`config.mk`:
```
export PLATFORM = sky130hd
export DESIGN_NAME = sync_marked_length_deframer_top
export DESIGN_NICKNAME = d
export VERILOG_FILES = /design/src/rtl/smld_pkg.sv /design/src/rtl/smld_cfg_regs.sv /design/src/rtl/smld_parser.sv /design/src/rtl/smld_out_reg.sv /design/src/rtl/sync_marked_length_deframer_top.sv
export SDC_FILE = /design/constraint.sdc
export NUM_CORES = 1
export LEC_CHECK = 0
export BUFFER_PORTS_ARGS = -buffer_cell sky130_fd_sc_hd__buf_2
export CORE_MARGIN = 2
export CORE_UTILIZATION = 30
export DETAILED_ROUTE_END_ITERATION = 8
export RECOVER_POWER = 50
export SLEW_MARGIN = 20
export SYNTH_ARGS = -nofsm -noshare
export SYNTH_HDL_FRONTEND = slang
export SYNTH_SLANG_ARGS = --single-unit
```
`constraint.sdc`:
```
create_clock -name i_clk -period 4.4 [get_ports i_clk]
set_clock_uncertainty 0.1 [all_clocks]
set_input_delay 0.22 -clock i_clk [delete_from_list [all_inputs] [get_ports i_clk]]
set_output_delay 0.22 -clock i_clk [all_outputs]
set_load 0.1 [all_outputs]
```
`src/rtl/smld_pkg.sv`:
```
`timescale 1ns / 1ps
// ----------------------------------------------------------------------------
// smld_pkg: shared types and constants of the length-prefixed deframer
// Holds the phase and result codes, the header constants and the result
// record passed between the parser and the result register.
// ----------------------------------------------------------------------------
package smld_pkg;

    localparam int unsigned PADDR_W   = 3;
    localparam int unsigned PDATA_W   = 32;
    localparam int unsigned REG_IDX_W = PADDR_W - 2;
    localparam int unsigned LEN_W     = 32;
    localparam int unsigned HDR_BYTES = 8;
    localparam int unsigned CNT_W     = 3;

    localparam logic [REG_IDX_W-1:0] REG_MAX_PAYLOAD_LEN = '0;

    localparam logic [LEN_W-1:0] MAX_LEN_RESET = 32'd65528;
    localparam logic [63:0]      HEALTH_WORD   = 64'hFEFE_FEFE_0000_0000;
    localparam logic [31:0]      SYNC_MARKER   = 32'hFFFF_FFFF;

    localparam logic OP_BYTE      = 1'b0;
    localparam logic OP_RECONNECT = 1'b1;

    typedef enum logic [1:0] {
        PH_HEADER  = 2'd0,
        PH_PAYLOAD = 2'd1,
        PH_DROP    = 2'd2
    } t_phase;

    typedef enum logic [2:0] {
        KIND_DATA     = 3'd0,
        KIND_EMPTY    = 3'd1,
        KIND_ECHO     = 3'd2,
        KIND_SYNC_ERR = 3'd3,
        KIND_OVERSIZE = 3'd4
    } t_kind;

    typedef struct packed {
        t_kind      kind;
        logic [7:0] payload_byte;
        logic       last;
    } t_result;

endpackage

```
`src/rtl/smld_cfg_regs.sv`:
```
`timescale 1ns / 1ps
// ----------------------------------------------------------------------------
// smld_cfg_regs: configuration register file
// APB-style slave holding the largest accepted payload length.
// ----------------------------------------------------------------------------
module smld_cfg_regs (
    input  logic                         i_clk,
    input  logic                         i_rst_n,
    input  logic                         psel,
    input  logic                         penable,
    input  logic                         pwrite,
    input  logic [smld_pkg::PADDR_W-1:0] paddr,
    input  logic [smld_pkg::PDATA_W-1:0] pwdata,
    output logic [smld_pkg::PDATA_W-1:0] prdata,
    output logic                         pready,
    output logic [smld_pkg::LEN_W-1:0]   o_max_len
);
    import smld_pkg::*;

    logic [LEN_W-1:0]     r_max_len;
    logic [REG_IDX_W-1:0] reg_idx;
    logic                 wr_en;

    assign reg_idx = paddr[PADDR_W-1:2];
    assign wr_en   = psel && penable && pwrite && (reg_idx == REG_MAX_PAYLOAD_LEN);

    always_ff @(posedge i_clk) begin
        if (!i_rst_n) begin
            r_max_len <= MAX_LEN_RESET;
        end else if (wr_en) begin
            r_max_len <= pwdata[LEN_W-1:0];
        end
    end

    always_comb begin
        prdata = '0;
        if (reg_idx == REG_MAX_PAYLOAD_LEN) begin
            prdata[LEN_W-1:0] = r_max_len;
        end
    end

    assign pready    = 1'b1;
    assign o_max_len = r_max_len;

endmodule

```
`src/rtl/smld_parser.sv`:
```
`timescale 1ns / 1ps
// ----------------------------------------------------------------------------
// smld_parser: input register and header/payload parser
// Registers one beat, then decodes it against the parser state in one pass
// and hands at most one result to the result register.
// ----------------------------------------------------------------------------
module smld_parser (
    input  logic                       i_clk,
    input  logic                       i_rst_n,
    input  logic                       i_in_valid,
    output logic                       o_in_ready,
    input  logic                       i_op,
    input  logic [7:0]                 i_rx_byte,
    input  logic [smld_pkg::LEN_W-1:0] i_max_len,
    input  logic                       i_out_free,
    output logic                       o_res_load,
    output smld_pkg::t_result          o_res
);
    import smld_pkg::*;

    logic             r_in_valid;
    logic             r_in_op;
    logic [7:0]       r_in_byte;
    t_phase           r_phase;
    t_phase           n_phase;
    logic [CNT_W-1:0] r_hdr_cnt;
    logic [CNT_W-1:0] n_hdr_cnt;
    logic [7:0]       r_hdr [HDR_BYTES-1];
    logic [LEN_W-1:0] r_rem;
    logic [LEN_W-1:0] n_rem;
    logic [LEN_W-1:0] rem_dec;
    logic [63:0]      full_word;
    logic [LEN_W-1:0] hdr_len;
    logic             hdr_done;
    logic             is_health;
    logic             bad_marker;
    logic             oversize;
    logic             advance;
    logic             hdr_wr;
    logic             res_valid;
    t_result          res;

    assign advance    = r_in_valid && i_out_free;
    assign o_in_ready = !r_in_valid || i_out_free;

    always_comb begin
        full_word = '0;
        for (int i = 0; i < HDR_BYTES - 1; i++) begin
            full_word[8*i +: 8] = r_hdr[i];
        end
        full_word[63:56] = r_in_byte;
    end

    assign hdr_len    = full_word[LEN_W-1:0];
    assign hdr_done   = (r_hdr_cnt == CNT_W'(HDR_BYTES - 1));
    assign is_health  = (full_word == HEALTH_WORD);
    assign bad_marker = (full_word[63:32] != SYNC_MARKER);
    assign oversize   = (hdr_len > i_max_len);
    assign rem_dec    = (r_rem != '0) ? (r_rem - LEN_W'(1)) : r_rem;

    always_comb begin
        n_phase = r_phase;
        if (r_in_op == OP_RECONNECT) begin
            n_phase = PH_HEADER;
        end else begin
            case (r_phase)
                PH_PAYLOAD: begin
                    if (rem_dec == '0) begin
                        n_phase = PH_HEADER;
                    end
                end
                PH_HEADER: begin
                    if (hdr_done && !is_health) begin
                        if (bad_marker || oversize) begin
                            n_phase = PH_DROP;
                        end else if (hdr_len != '0) begin
                            n_phase = PH_PAYLOAD;
                        end
                    end
                end
                default: begin
                    n_phase = r_phase;
                end
            endcase
        end
    end

    always_comb begin
        n_hdr_cnt        = r_hdr_cnt;
        n_rem            = r_rem;
        hdr_wr           = 1'b0;
        res_valid        = 1'b0;
        res.kind         = KIND_DATA;
        res.payload_byte = '0;
        res.last         = 1'b0;
        if (r_in_op == OP_RECONNECT) begin
            n_hdr_cnt = '0;
            n_rem     = '0;
        end else begin
            case (r_phase)
                PH_PAYLOAD: begin
                    n_rem            = rem_dec;
                    res_valid        = 1'b1;
                    res.payload_byte = r_in_byte;
                    res.last         = (r_rem <= LEN_W'(1));
                end
                PH_HEADER: begin
                    if (!hdr_done) begin
                        hdr_wr    = 1'b1;
                        n_hdr_cnt = r_hdr_cnt + CNT_W'(1);
                    end else begin
                        n_hdr_cnt = '0;
                        if (is_health) begin
                            res_valid = 1'b1;
                            res.kind  = KIND_ECHO;
                        end else if (bad_marker) begin
                            res_valid = 1'b1;
                            res.kind  = KIND_SYNC_ERR;
                        end else if (oversize) begin
                            res_valid = 1'b1;
                            res.kind  = KIND_OVERSIZE;
                        end else if (hdr_len == '0) begin
                            res_valid = 1'b1;
                            res.kind  = KIND_EMPTY;
                        end else begin
                            n_rem = hdr_len;
                        end
                    end
                end
                default: begin
                    n_rem = r_rem;
                end
            endcase
        end
    end

    always_ff @(posedge i_clk) begin
        if (!i_rst_n) begin
            r_in_valid <= 1'b0;
        end else if (o_in_ready) begin
            r_in_valid <= i_in_valid;
        end
    end

    always_ff @(posedge i_clk) begin
        if (o_in_ready && i_in_valid) begin
            r_in_op   <= i_op;
            r_in_byte <= i_rx_byte;
        end
    end

    always_ff @(posedge i_clk) begin
        if (!i_rst_n) begin
            r_phase   <= PH_HEADER;
            r_hdr_cnt <= '0;
            r_rem     <= '0;
        end else if (advance) begin
            r_phase   <= n_phase;
            r_hdr_cnt <= n_hdr_cnt;
            r_rem     <= n_rem;
        end
    end

    always_ff @(posedge i_clk) begin
        if (advance && hdr_wr) begin
            r_hdr[r_hdr_cnt] <= r_in_byte;
        end
    end

    assign o_res_load = advance && res_valid;
    assign o_res      = res;

endmodule

```
`src/rtl/smld_out_reg.sv`:
```
`timescale 1ns / 1ps
// ----------------------------------------------------------------------------
// smld_out_reg: result register
// Holds one result beat until the downstream side takes it.
// ----------------------------------------------------------------------------
module smld_out_reg (
    input  logic              i_clk,
    input  logic              i_rst_n,
    input  logic              i_load,
    input  smld_pkg::t_result i_res,
    input  logic              i_out_ready,
    output logic              o_out_free,
    output logic              o_out_valid,
    output smld_pkg::t_result o_res
);
    import smld_pkg::*;

    logic    r_valid;
    t_result r_res;

    assign o_out_free = !r_valid || i_out_ready;

    always_ff @(posedge i_clk) begin
        if (!i_rst_n) begin
            r_valid <= 1'b0;
        end else if (i_load) begin
            r_valid <= 1'b1;
        end else if (i_out_ready) begin
            r_valid <= 1'b0;
        end
    end

    always_ff @(posedge i_clk) begin
        if (i_load) begin
            r_res <= i_res;
        end
    end

    assign o_out_valid = r_valid;
    assign o_res       = r_res;

endmodule

```
`src/rtl/sync_marked_length_deframer_top.sv`:
```
`timescale 1ns / 1ps
// ----------------------------------------------------------------------------
// sync_marked_length_deframer_top: length-prefixed message deframer
// Splits a received byte stream into messages with an 8-byte header of
// length and sync marker, and streams out payload bytes and status results.
//
//   Channel  Direction  Handshake                  Beat contents
//   input    in         i_in_valid / o_in_ready    i_op, i_rx_byte
//   output   out        o_out_valid / i_out_ready  o_kind, o_payload_byte, o_last
//   config   in         APB psel/penable/pready    max_payload_len at 0x0
//
// One beat is accepted every cycle when the output side keeps up.
// An accepted beat is held in the input register and decoded from there;
// its result is loaded into the result register, which drives the output.
// The input register and the single result register set the rate.
// Reset clears the parser state and both valid flags.
// A stalled output holds the result and stops the parser behind it.
// ----------------------------------------------------------------------------
module sync_marked_length_deframer_top (
    input  logic                         i_clk,
    input  logic                         i_rst_n,
    input  logic                         i_in_valid,
    output logic                         o_in_ready,
    input  logic                         i_op,
    input  logic [7:0]                   i_rx_byte,
    output logic                         o_out_valid,
    input  logic                         i_out_ready,
    output logic [2:0]                   o_kind,
    output logic [7:0]                   o_payload_byte,
    output logic                         o_last,
    input  logic                         psel,
    input  logic                         penable,
    input  logic                         pwrite,
    input  logic [smld_pkg::PADDR_W-1:0] paddr,
    input  logic [smld_pkg::PDATA_W-1:0] pwdata,
    output logic [smld_pkg::PDATA_W-1:0] prdata,
    output logic                         pready
);
    import smld_pkg::*;

    logic [LEN_W-1:0] max_len;
    logic             out_free;
    logic             res_load;
    t_result          parser_res;
    t_result          out_res;

    smld_cfg_regs u_cfg (
        .i_clk     (i_clk),
        .i_rst_n   (i_rst_n),
        .psel      (psel),
        .penable   (penable),
        .pwrite    (pwrite),
        .paddr     (paddr),
        .pwdata    (pwdata),
        .prdata    (prdata),
        .pready    (pready),
        .o_max_len (max_len)
    );

    smld_parser u_parser (
        .i_clk      (i_clk),
        .i_rst_n    (i_rst_n),
        .i_in_valid (i_in_valid),
        .o_in_ready (o_in_ready),
        .i_op       (i_op),
        .i_rx_byte  (i_rx_byte),
        .i_max_len  (max_len),
        .i_out_free (out_free),
        .o_res_load (res_load),
        .o_res      (parser_res)
    );

    smld_out_reg u_out (
        .i_clk       (i_clk),
        .i_rst_n     (i_rst_n),
        .i_load      (res_load),
        .i_res       (parser_res),
        .i_out_ready (i_out_ready),
        .o_out_free  (out_free),
        .o_out_valid (o_out_valid),
        .o_res       (out_res)
    );

    assign o_kind         = out_res.kind;
    assign o_payload_byte = out_res.payload_byte;
    assign o_last         = out_res.last;

endmodule

```
==> run summary <==
Global-route wire length before repair = 35,000 um
Largest net degree at the start of global routing = 56
Antenna Nets Post-Route = 0
Synth unique cells = 68
Synthesized instance count = 821
DR WL/cell = 17.5 um
Overflow after GRT = 0
DR vias = 6,824
Post-synthesis compound-gate area fraction = 17.6%
I/O pin total = 98
Clock power frac = 40.9%
Combinational Power Share = 14.8%
Chip Height = 164 um
Post-Syn Nets = 909
DRC violations left = 0
Area fraction of the dominant cell type after synthesis = 29.9%
Commonest non-fill, non-tap cell in the layout = nand2_1
Fraction of layout cells with a size suffix above 1 = 13.7%
Yosys reg bits = 148
Startpoint Class = flip-flop
Most used cell, CP = buf_4
Area contributors post-synth = edfxtp_1 (30%), dfxtp_1 (18%), ha_1 (6.0%), a21oi_1 (4.8%), nand2_1 (4.4%)
Internal = 2.43 mW
Worst path required time = 4.51 ns
Hold Slack = 0.0307 ns
Layout overhead on the synthesized area = 22.5%
Worst-Margin Slew = 1.92 ns
Area of the die = 0.0271 sq mm
Fin crit period = 3.58 ns
Critical path arrival = 3.70 ns
RSZ-0062 raised after global routing = false
Final Max Tran Viols = 133
Peak VDD IR = 0.227 mV
Vias in the first global route = 6,447
Postcts setup bufs = 0
Drt first pass iters = 5
Hold violation total from the final report = 0
Post_cts resized = 0
Via density = 5.32
Cell area after synthesis = 0.00773 sq mm
Initial Util = 30.6%
Clk root buf = clkbuf_16
Total Wirelength = 22,400 um
Gpl congestion = 0.908
Fmax = 279 MHz
Most frequent cells in the layout = nand2_1 (91), edfxtp_1 (77), a21oi_1 (73), buf_2 (73), dfxtp_1 (71)
Adder-Cell Fraction of Synth Area = 6.12%
Post-synth EDFFs = 77
Simple-gate share of the synthesized area = 20.9%
Status = finished, violations left
CTS tree = done
FP Rows = 58
Switching part of the total = 29.0%
Switching power = 994 uW
Total power = 3.43 mW
Synth Flop Type = edfxtp_1
Crit end category = flip-flop
Final TNS setup = 0 ns
Synth Area in XOR/XNOR = 1.70%
Leading area contributor after synthesis = edfxtp_1
Final nets = 1,027
Failing checks = max-capacitance violations, max-slew violations
Setup-failing EPs final = 0
Crit path cell chain = ha_1, nand4_1, nor4_1, buf_4, nand2_1, a22o_1, a21oi_1, a31oi_1, nor2_1, buf_4, a211oi_1
Hold-fix buffers, CTS = 42
Crit Path Max Fanout = 7
Port buffer count = 94
Antenna violations before repair = 1
Largest family of logic cells by synthesized area = simple AND/OR/NAND/NOR gates
CTS Buf Count = 17
Core ar. = 0.0253 sq mm
Setup CP Type = reg2reg
Worst skew pair latency = 0.43 ns
Multiplexer share of the synthesized area = 0.130%
Clock H-tree levels = 4
Ant. Diodes = 0
Initial DRC Count = 491
# fillers = 2,522
Post-synthesis async set-or-reset flop share = 0%
Die X = 164 um
Crit-path slowest cell = nor2_1
Clk buf depth = 2
Leak = 3.53 nW
Max stage delay on crit path = 0.59 ns
Reg clk slew, reported paths = 0.07 ns
Tot GR Track Use = 16.8%
Post-synthesis sequential area ratio = 48.3%
Hold WC Path Type = in2reg
Slew HR = -27.9%
Tcrit/Tclk final = 81.5%
Placed cells = 1,208
YS warnings = 0
Post-Layout Cell Count = 1,282
Power per cell area = 362 mW/mm^2
Max Cap Violations = 4
Hpwl dp = 15,500 um
CTS Sinks = 148
Syn Area/Cell = 9.41 sq um
Power share of the sequential group = 44.3%
## worst max-delay path, delay by kind of cell (launching register included)
kind                       cells  cell delay [ns]
buffers and inverters          2             0.47
adders and majority gates      1             0.34
AOI/OAI and AO/OA              4             0.80
DFF                            1             0.47
and+or+nand+nor                4             1.18
## per-stage QoR
step / worst slack (ns) / utilization, % / area, sq um
detailed placement: 0.939 / 33.7 / 8520
global route: 0.543 / 37.5 / 9470
global placement: 1.03 / 33.7 / 8520
floorplan: 1.29 / - / 7730
finish: 0.816 / 37.5 / 9470
CTS: 0.915 / 37.6 / 9500
## cell type report
type                    count  area, sq um  area share, %
clock inverters            14          130           1.37
well taps                 330          413           4.36
clock buffers              18          429           4.53
repair buffers            150          966           10.2
flip-flops and latches    148         3730           39.4
inverters                  49          184           1.94
multi-input cells         573         3610           38.1
## power by group through the flow
stage	logic [mW]	clock network [mW]	registers [mW]
after global placement	0.467	0	1.55
final	0.506	1.40	1.52
after detailed placement	0.469	0	1.55
after floorplan	0.363	0	1.52
after global routing	0.548	1.48	1.52
after CTS	0.499	1.42	1.52
## worst paths after layout
path | cells past startpoint | to | startpoint | slack [ns]
worst max register to register | 11 | u_parser.r_rem[19]$_SDFFE_PN0P_ | u_parser.r_hdr[1][7]$_DFFE_PP_ | 0.82
worst max-delay path | 11 | u_parser.r_rem[19]$_SDFFE_PN0P_ | u_parser.r_hdr[1][7]$_DFFE_PP_ | 0.82
worst min-delay path | 4 | u_parser.r_in_valid$_SDFFE_PN0N_ | i_out_ready | 0.03
worst min register to register | 2 | u_cfg.o_max_len[30]$_SDFFE_PN0P_ | u_cfg.o_max_len[30]$_SDFFE_PN0P_ | 0.35
## sequential cells by signal (all words and copies together), names as in the netlist
signal               flops
u_out.o_out_valid        1
u_parser.r_in_op         1
u_out.o_res             12
u_parser.r_phase         2
u_parser.r_hdr          56
u_cfg.o_max_len         32
u_parser.r_in_valid      1
u_parser.r_rem          32
u_parser.r_hdr_cnt       3
u_parser.r_in_byte       8
## synth_stat cells, drive strengths merged, types with 7 or more instances
master and number:
nand2 91, edfxtp 77, a21oi 74, dfxtp 71, nor2 68, inv 49
clkbuf 44, ha 37, o21ai 32, nor4 30, nor3 25, nand4 22
o211ai 19, a211oi 18, a22oi 13, nand3 13, and3 10, xor2 10
nand2b 9, o31ai 8, buf 7
## cells by family (layout without fill, tap and decap cells)
kind of cell | count (synthesis) | in the layout
AO/OA/AOI/OAI | 210 | 210
XOR/XNOR | 15 | 15
adder cells (fa/ha/maj) | 38 | 38
buffers and inverters | 100 | 231
flip-flops | 148 | 148
multiplexers | 1 | 1
other | 1 | 1
AND/OR/NAND/NOR | 308 | 308
## layer usage
layer / track usage [%] / wire, um / part of all wire [%]
met1: 22.9 / 10500 / 47
met2: 26.2 / 10100 / 45
met3: 3.89 / 1410 / 6.3
met4: 5.97 / 481 / 2.1
met5: 0 / 0 / 0
Power figures use the tool's default switching activity.
